### src/design/utf8dec_pkg.sv
package utf8dec_pkg;

   localparam int unsigned ByteWidth    = 8;
   localparam int unsigned CodeWidth    = 31;
   localparam int unsigned PendingWidth = 3;
   localparam int unsigned TailBits     = 6;

   // Following bytes expected after each kind of lead byte
   localparam logic [PendingWidth-1:0] NEED_TWO_BYTE   = 3'd1;
   localparam logic [PendingWidth-1:0] NEED_THREE_BYTE = 3'd2;
   localparam logic [PendingWidth-1:0] NEED_FOUR_BYTE  = 3'd3;
   localparam logic [PendingWidth-1:0] NEED_FIVE_BYTE  = 3'd4;
   localparam logic [PendingWidth-1:0] NEED_SIX_BYTE   = 3'd5;
   localparam logic [PendingWidth-1:0] NEED_NONE       = 3'd0;

   typedef struct packed {
      logic [ByteWidth-1:0] byte_in;
      logic                 last_byte;
   } utf8dec_req_type;

   typedef struct packed {
      logic [CodeWidth-1:0] code_point;
      logic                 bad_sequence;
      logic                 end_of_string;
   } utf8dec_rsp_type;

   typedef struct packed {
      logic [PendingWidth-1:0] bytes_pending;
      logic [CodeWidth-1:0]    partial_value;
   } utf8dec_state_type;

endpackage

### src/design/utf8dec_step.sv
module utf8dec_step
   import utf8dec_pkg::*;
(
   input  utf8dec_state_type cur_state,
   input  utf8dec_req_type   beat,
   output utf8dec_state_type next_state,
   output logic              emit,
   output utf8dec_rsp_type   result
);

   logic [ByteWidth-1:0]    b;
   logic [PendingWidth-1:0] need;
   logic [PendingWidth-1:0] pend_dec;
   logic [CodeWidth-1:0]    lead_payload;
   logic [CodeWidth-1:0]    acc;
   logic                    lead_ok;
   logic                    lead_ascii;

   assign b        = beat.byte_in;
   assign acc      = {cur_state.partial_value[CodeWidth-TailBits-1:0], b[TailBits-1:0]};
   assign pend_dec = cur_state.bytes_pending - 3'd1;

   // lead byte classification
   always_comb begin
      need         = NEED_NONE;
      lead_payload = '0;
      lead_ok      = 1'b1;
      lead_ascii   = 1'b0;
      unique case (b) inside
         8'b0???????: begin
            lead_ascii = 1'b1;
         end
         8'b110?????: begin
            need         = NEED_TWO_BYTE;
            lead_payload = {26'd0, b[4:0]};
         end
         8'b1110????: begin
            need         = NEED_THREE_BYTE;
            lead_payload = {27'd0, b[3:0]};
         end
         8'b11110???: begin
            need         = NEED_FOUR_BYTE;
            lead_payload = {28'd0, b[2:0]};
         end
         8'b111110??: begin
            need         = NEED_FIVE_BYTE;
            lead_payload = {29'd0, b[1:0]};
         end
         8'b1111110?: begin
            need         = NEED_SIX_BYTE;
            lead_payload = {30'd0, b[0]};
         end
         default: begin
            lead_ok = 1'b0;
         end
      endcase
   end

   always_comb begin
      next_state = cur_state;
      emit       = 1'b0;
      result     = '0;
      if (cur_state.bytes_pending == NEED_NONE) begin
         if (lead_ascii) begin
            emit                 = 1'b1;
            result.code_point    = {23'd0, b};
            result.end_of_string = beat.last_byte;
            next_state           = '0;
         end else if (!lead_ok) begin
            emit                 = 1'b1;
            result.bad_sequence  = 1'b1;
            result.end_of_string = beat.last_byte;
            next_state           = '0;
         end else if (beat.last_byte) begin
            // multi-byte lead that ends the string
            emit                 = 1'b1;
            result.bad_sequence  = 1'b1;
            result.end_of_string = 1'b1;
            next_state           = '0;
         end else begin
            next_state.bytes_pending = need;
            next_state.partial_value = lead_payload;
         end
      end else begin
         if (pend_dec == NEED_NONE) begin
            emit                 = 1'b1;
            result.code_point    = acc;
            result.end_of_string = beat.last_byte;
            next_state           = '0;
         end else if (beat.last_byte) begin
            // string ends inside a sequence
            emit                 = 1'b1;
            result.bad_sequence  = 1'b1;
            result.end_of_string = 1'b1;
            next_state           = '0;
         end else begin
            next_state.bytes_pending = pend_dec;
            next_state.partial_value = acc;
         end
      end
   end

endmodule

### src/design/utf8_to_code_point_decoder_unit.sv
// Channel   Direction  Handshake            Payload
// req       in         req_valid/req_stall  req_beat: byte_in, last_byte
// rsp       out        rsp_valid/rsp_stall  rsp_beat: code_point, bad_sequence, end_of_string
//
// One byte beat per cycle sustained while the sink does not stall; the last byte
// of a result passes the input register, then the result register.
// The decode state (pending count, partial value) is a register fed from the step
// logic, so the state loop through the step logic sets the one-byte-per-cycle rate.
// Reset (synchronous) empties both registers and clears the decode state.
// req_stall rises only when the input register holds a byte and the result
// register holds a beat that the sink is stalling.
module utf8_to_code_point_decoder_unit
   import utf8dec_pkg::*;
(
   input  logic            clock,
   input  logic            reset,
   input  logic            req_valid,
   output logic            req_stall,
   input  utf8dec_req_type req_beat,
   output logic            rsp_valid,
   input  logic            rsp_stall,
   output utf8dec_rsp_type rsp_beat
);

   // input register
   logic              in_valid_ff, in_valid_in;
   utf8dec_req_type   in_beat_ff, in_beat_in;
   // result register
   logic              out_valid_ff, out_valid_in;
   utf8dec_rsp_type   out_beat_ff, out_beat_in;
   // decode state
   utf8dec_state_type state_ff, state_in;

   utf8dec_state_type step_state;
   logic              step_emit;
   utf8dec_rsp_type   step_result;

   logic req_take;   // byte beat accepted this cycle
   logic out_load;   // result register free to load
   logic fire;       // buffered byte is processed this cycle

   utf8dec_step u_step (
      .cur_state  (state_ff),
      .beat       (in_beat_ff),
      .next_state (step_state),
      .emit       (step_emit),
      .result     (step_result)
   );

   assign out_load  = !out_valid_ff || !rsp_stall;
   assign fire      = in_valid_ff && out_load;
   assign req_stall = in_valid_ff && !out_load;
   assign req_take  = req_valid && !req_stall;

   always_comb begin
      in_valid_in  = req_take || (in_valid_ff && !fire);
      in_beat_in   = req_take ? req_beat : in_beat_ff;
      out_valid_in = out_load ? (fire && step_emit) : out_valid_ff;
      out_beat_in  = (out_load && fire && step_emit) ? step_result : out_beat_ff;
      state_in     = fire ? step_state : state_ff;
   end

   always_ff @(posedge clock) begin
      if (reset) begin
         in_valid_ff  <= 1'b0;
         out_valid_ff <= 1'b0;
         state_ff     <= '0;
      end else begin
         in_valid_ff  <= in_valid_in;
         out_valid_ff <= out_valid_in;
         state_ff     <= state_in;
      end
   end

   // payload registers, no reset
   always_ff @(posedge clock) begin
      in_beat_ff  <= in_beat_in;
      out_beat_ff <= out_beat_in;
   end

   assign rsp_valid = out_valid_ff;
   assign rsp_beat  = out_beat_ff;

   // error results never carry a value
   a_bad_is_zero: assert property (@(posedge clock) disable iff (reset)
      out_valid_ff && out_beat_ff.bad_sequence |-> out_beat_ff.code_point == '0)
      else $error("error result with nonzero code point");

   // pending count stays within a six-byte sequence
   a_pending_range: assert property (@(posedge clock) disable iff (reset)
      state_ff.bytes_pending <= NEED_SIX_BYTE)
      else $error("pending count out of range");

   // the last byte of a string always leaves the decoder idle
   a_last_clears: assert property (@(posedge clock) disable iff (reset)
      fire && in_beat_ff.last_byte |=> state_ff == '0)
      else $error("state not cleared at end of string");

   // the last byte of a string always yields a result marked end_of_string
   a_last_emits: assert property (@(posedge clock) disable iff (reset)
      fire && in_beat_ff.last_byte |=> out_valid_ff && out_beat_ff.end_of_string)
      else $error("end of string produced no result");

endmodule
### config.mk
export PLATFORM = sky130hd
export DESIGN_NAME = utf8_to_code_point_decoder_unit
export DESIGN_NICKNAME = d
export VERILOG_FILES = /design/src/design/utf8dec_pkg.sv /design/src/design/utf8dec_step.sv /design/src/design/utf8_to_code_point_decoder_unit.sv
export SDC_FILE = /design/constraint.sdc
export NUM_CORES = 1
export LEC_CHECK = 0
export ABC_AREA = 1
export BUFFER_PORTS_ARGS = -buffer_cell sky130_fd_sc_hd__buf_2
export CORE_UTILIZATION = 45
export CTS_BUF_LIST = sky130_fd_sc_hd__clkbuf_8
export DETAILED_ROUTE_END_ITERATION = 16
export PLACE_DENSITY = 0.76
export SYNTH_ARGS = -nofsm -noshare
export SYNTH_HDL_FRONTEND = slang
export SYNTH_SLANG_ARGS = --single-unit
### constraint.sdc
create_clock -name clock -period 2.6 [get_ports clock]
set_clock_uncertainty 0.05 [all_clocks]
set_input_delay 0.39 -clock clock [delete_from_list [all_inputs] [get_ports clock]]
set_output_delay 0.39 -clock clock [all_outputs]
set_load 0.005 [all_outputs]
==> Flow_metrics.wiki <==
{| class="wikitable"
! Metric !! Value
|-
| Internal portion of total power || 1.90 mW
|-
| Arr. time, crit path || 2090 ps
|-
| Power per Cell Area || 700 nW/um2
|-
| Worst skew pair latency || 350 ps
|-
| Unrepaired setup endpoints after global routing || no
|-
| H-tree depth || 3
|-
| Share of the synthesized netlist area taken by xor and xnor gates || 0.00281
|-
| DR vias/cell || 5.05
|-
| Proportion of netlist area held by the largest area contributor || 0.405
|-
| Antenna fix cells || 0
|-
| CTS tree || built
|-
| Max-slew headroom || 0.614
|-
| Final critical-path required period || 2140 ps
|-
| Number of hold-repair buffers added at the cts stage || 0
|-
| Most numerous cell in the Yosys netlist || sky130_fd_sc_hd__inv_1
|-
| Main combinational cell family by area after synthesis || compound AO/OA/AOI/OAI gates
|-
| Number of antenna violations at the first check in global routing || 0
|-
| Number of distinct library cell variants in the gate-level netlist after synthesis || 28
|-
| Seq/Total Area, Yosys || 0.597
|-
| Die span in x || 85.2 um
|-
| Core box area || 6530 um2
|-
| Total placed instance area || 3390 um2
|-
| Clk sinks || 72
|-
| Basic-gate share of the synthesized area counting and, or, nand and nor cells || 0.128
|-
| Die Outline Area || 7260 um2
|-
| Reported net switching power || 0.626 mW
|-
| Top cells by count, synth || 48 x sky130_fd_sc_hd__inv_1, 42 x sky130_fd_sc_hd__edfxtp_1, 38 x sky130_fd_sc_hd__nor2_1
|-
| Synth Area in Compound Gates || 0.159
|-
| Cells after synthesis || 295
|-
| Switching power as a share of total power || 0.248
|-
| Slew at the pin with the worst max-slew slack || 579 ps
|-
| Iteration-0 DRC Markers || 113
|-
| Largest fanout of any net on the critical path || 33
|-
| Number of flops mapped to enable cells by yosys || 42
|-
| Count of instances resized after the clock tree is built || 0
|-
| Top area cells in the synthesized netlist || sky130_fd_sc_hd__edfxtp_1 40%, sky130_fd_sc_hd__dfxtp_1 19%, sky130_fd_sc_hd__a211oi_2 7.2%
|-
| Synth Area in Adders || 0.0120
|-
| Synthesized Nets || 311
|-
| Synth Warn # || 0
|-
| Proportion of layout cells with a drive suffix above 1 || 0.281
|-
| Global placement routability congestion || 0.959
|-
| Number of vias in the routed layout || 2152
|-
| Share of power burned in the clock network || 0.393
|-
| Worst R2R Start || state_ff[31]$_SDFFE_PP0P_
|-
| Critical path launch point || state_ff[31]$_SDFFE_PP0P_
|-
| TritonCTS Buffers || 9
|-
| Fin Setup TNS || 0 ps
|-
| Routed length per placed instance || 13.1 um
|-
| First-pass GRT wire length || 9.37 mm
|-
| Vertical die dimension || 85.2 um
|-
| Largest net degree at the start of global routing || 49
|-
| I/O pin count || 48
|-
| Port Buf Inserts || 47
|-
| Buffers from clock root to sink, at most || 2
|-
| Crit. End Element || flop
|-
| Post-synthesis to final-layout area growth || 15.9%
|-
| Post-synthesis register bit count || 72
|-
| Leak pwr || 1.43 nW
|-
| Router iterations before antenna repair || 4
|-
| Setup Viol. Count Final || 0
|-
| Max-Cap Viols || 0
|-
| Clock tree root driver cell || sky130_fd_sc_hd__clkbuf_8
|-
| Syn Area/Cell || 10.6 um2
|-
| Run status || finished, final reports clean
|-
| Hold path startpoint || req_beat[7]
|-
| Crit path cell chain || inv_1 > ha_1 > xnor2_1 > nand2_2 > nand3_2 > inv_2 > nor2_4 > nand2_1 > inv_1 > buf_4
|-
| Final global-route overflow total || 0
|-
| Top flip-flop cell by instance count after synthesis || sky130_fd_sc_hd__edfxtp_1
|-
| Mux cell area share after synthesis || 0
|-
| Relative contribution of sequential cells to total power || 0.511
|-
| Async set or reset register ratio after synthesis || 0
|-
| Worst VDD drop || 0.350 mV
|-
| Kind of launch point of the worst setup path || flop
|-
| Post-route cell area || 3610 um2
|-
| Cell mode on critical path || sky130_fd_sc_hd__inv_1
|-
| Max Freq || 467 MHz
|-
| Period Utilization, post-route || 0.824
|-
| DP HPWL || 3.73 mm
|-
| Detailed Route WL || 5.58 mm
|-
| Number of global-route vias before repair || 2014
|-
| Combined global-route utilization of all metal layers || 0.169
|-
| Count of fill cells added during filler insertion || 580
|-
| Critical-path cell with the highest stage delay || sky130_fd_sc_hd__dfxtp_1
|-
| Class of the tightest hold or removal check || in2reg
|-
| Required time at the worst-slack endpoint || 2550 ps
|-
| Cell type contributing the most total cell area after synthesis || sky130_fd_sc_hd__edfxtp_1
|-
| Final #Nets || 360
|-
| Type of the worst setup path || reg2reg
|-
| Netlist area before placement || 3120 um2
|-
| Post-Route Hold Slack || 165 ps
|-
| Initial Utilization || 0.477
|-
| Proportion of power drawn by combinational gates || 0.096
|-
| Number of nets still failing antenna checks after routing || 0
|-
| Endpoints failing hold || 0
|-
| Max-slew violation total from the final report || 0
|-
| Row cnt || 29
|-
| Largest incremental delay on the critical path || 360 ps
|-
| Clock transition at the registers of the reported paths || 80 ps
|-
| Post-CTS repair timing setup buffer count || 0
|-
| Detailed-route DRC error count || 0
|}
-- layout make-up --
| cell class | instances | area, um2 | share of cell area |
|---|---|---|---|
| well taps | 77 | 96.3 | 0.0267 |
| clock buffers | 9 | 124 | 0.0343 |
| multi-input cells | 158 | 941 | 0.261 |
| inverters | 52 | 221 | 0.0613 |
| flip-flops and latches | 72 | 1860 | 0.516 |
| clock inverters | 7 | 101 | 0.0281 |
| repair buffers | 51 | 265 | 0.0735 |
-- sequential cells by signal, indices dropped and copies added (netlist names) --
register,flops
rsp_valid,1
in_beat_ff,9
in_valid_ff,1
state_ff,28
rsp_beat,33
-- power groups by stage --
stage | Combinational (mW) | Clock [mW] | Sequential [mW]
2_1_floorplan | 0.187 | 0 | 1.31
3_3_place_gp | 0.236 | 0 | 1.32
3_5_place_dp | 0.243 | 0 | 1.32
4_1_cts | 0.245 | 1.02 | 1.29
5_1_grt | 0.271 | 1.07 | 1.30
6_report | 0.244 | 0.992 | 1.29
-- logic make-up after synthesis --
family | after synthesis
AO/OA/AOI/OAI | 65
XOR/XNOR | 1
adder cells (fa/ha/maj) | 3
buffers and inverters | 65
flip-flops | 72
AND/OR/NAND/NOR | 89
-- critical path: cells and delay by family (launching register included) --
family	cells	cell delay [ps]
simple gates	4	390
buf+inv	4	560
fa+ha+maj	1	210
flops	1	360
xor+xnor	1	210
-- layout by cell type, fill, tap and decap left out, drive strengths merged --
master / instances
inv: 55
buf: 51
edfxtp: 42
nor2: 42
nand2: 31
dfxtp: 30
o21ai: 28
a211oi: 21
a21oi: 14
clkbuf: 9
nand3: 9
nand4: 5
bufinv: 3
ha: 3
xnor2: 1
o31ai: 1
nor3: 1
nand3b: 1
a31oi: 1
clkinv: 1
-- routing by layer --
| metal | GRT usage | share of wire | routed length (um) | vias to the layer above |
|---|---|---|---|---|
| li1 | - | - | - | 1083 |
| met1 | 0.213 | 0.46 | 2560 | 1007 |
| met2 | 0.268 | 0.48 | 2670 | 55 |
| met3 | 0.0516 | 0.040 | 222 | 7 |
| met4 | 0.0817 | 0.023 | 130 | 0 |
| met5 | 0 | 0 | 0 | - |
-- final timing paths --
path	cells past startpoint	to	slack, ps
worst min-delay path	1	in_beat_ff[7]$_DFFE_PP_	160
worst max-delay path	10	rsp_beat[4]$_DFFE_PP_	460
worst min register to register	2	state_ff[0]$_SDFFE_PP0P_	420
worst max register to register	10	rsp_beat[4]$_DFFE_PP_	460
-- metrics by stage --
| stage | cells | util | worst slack, ps | power [mW] |
|---|---|---|---|---|
| after floorplan | 295 | - | 236 | 1.50 |
| after global placement | 410 | 0.518 | 559 | 1.55 |
| after detailed placement | 410 | 0.518 | 458 | 1.56 |
| after CTS | 426 | 0.553 | 441 | 2.55 |
| after global routing | 426 | 0.553 | 293 | 2.63 |
| final | 426 | 0.553 | 459 | 2.53 |
(Power assumes the default switching activity.)
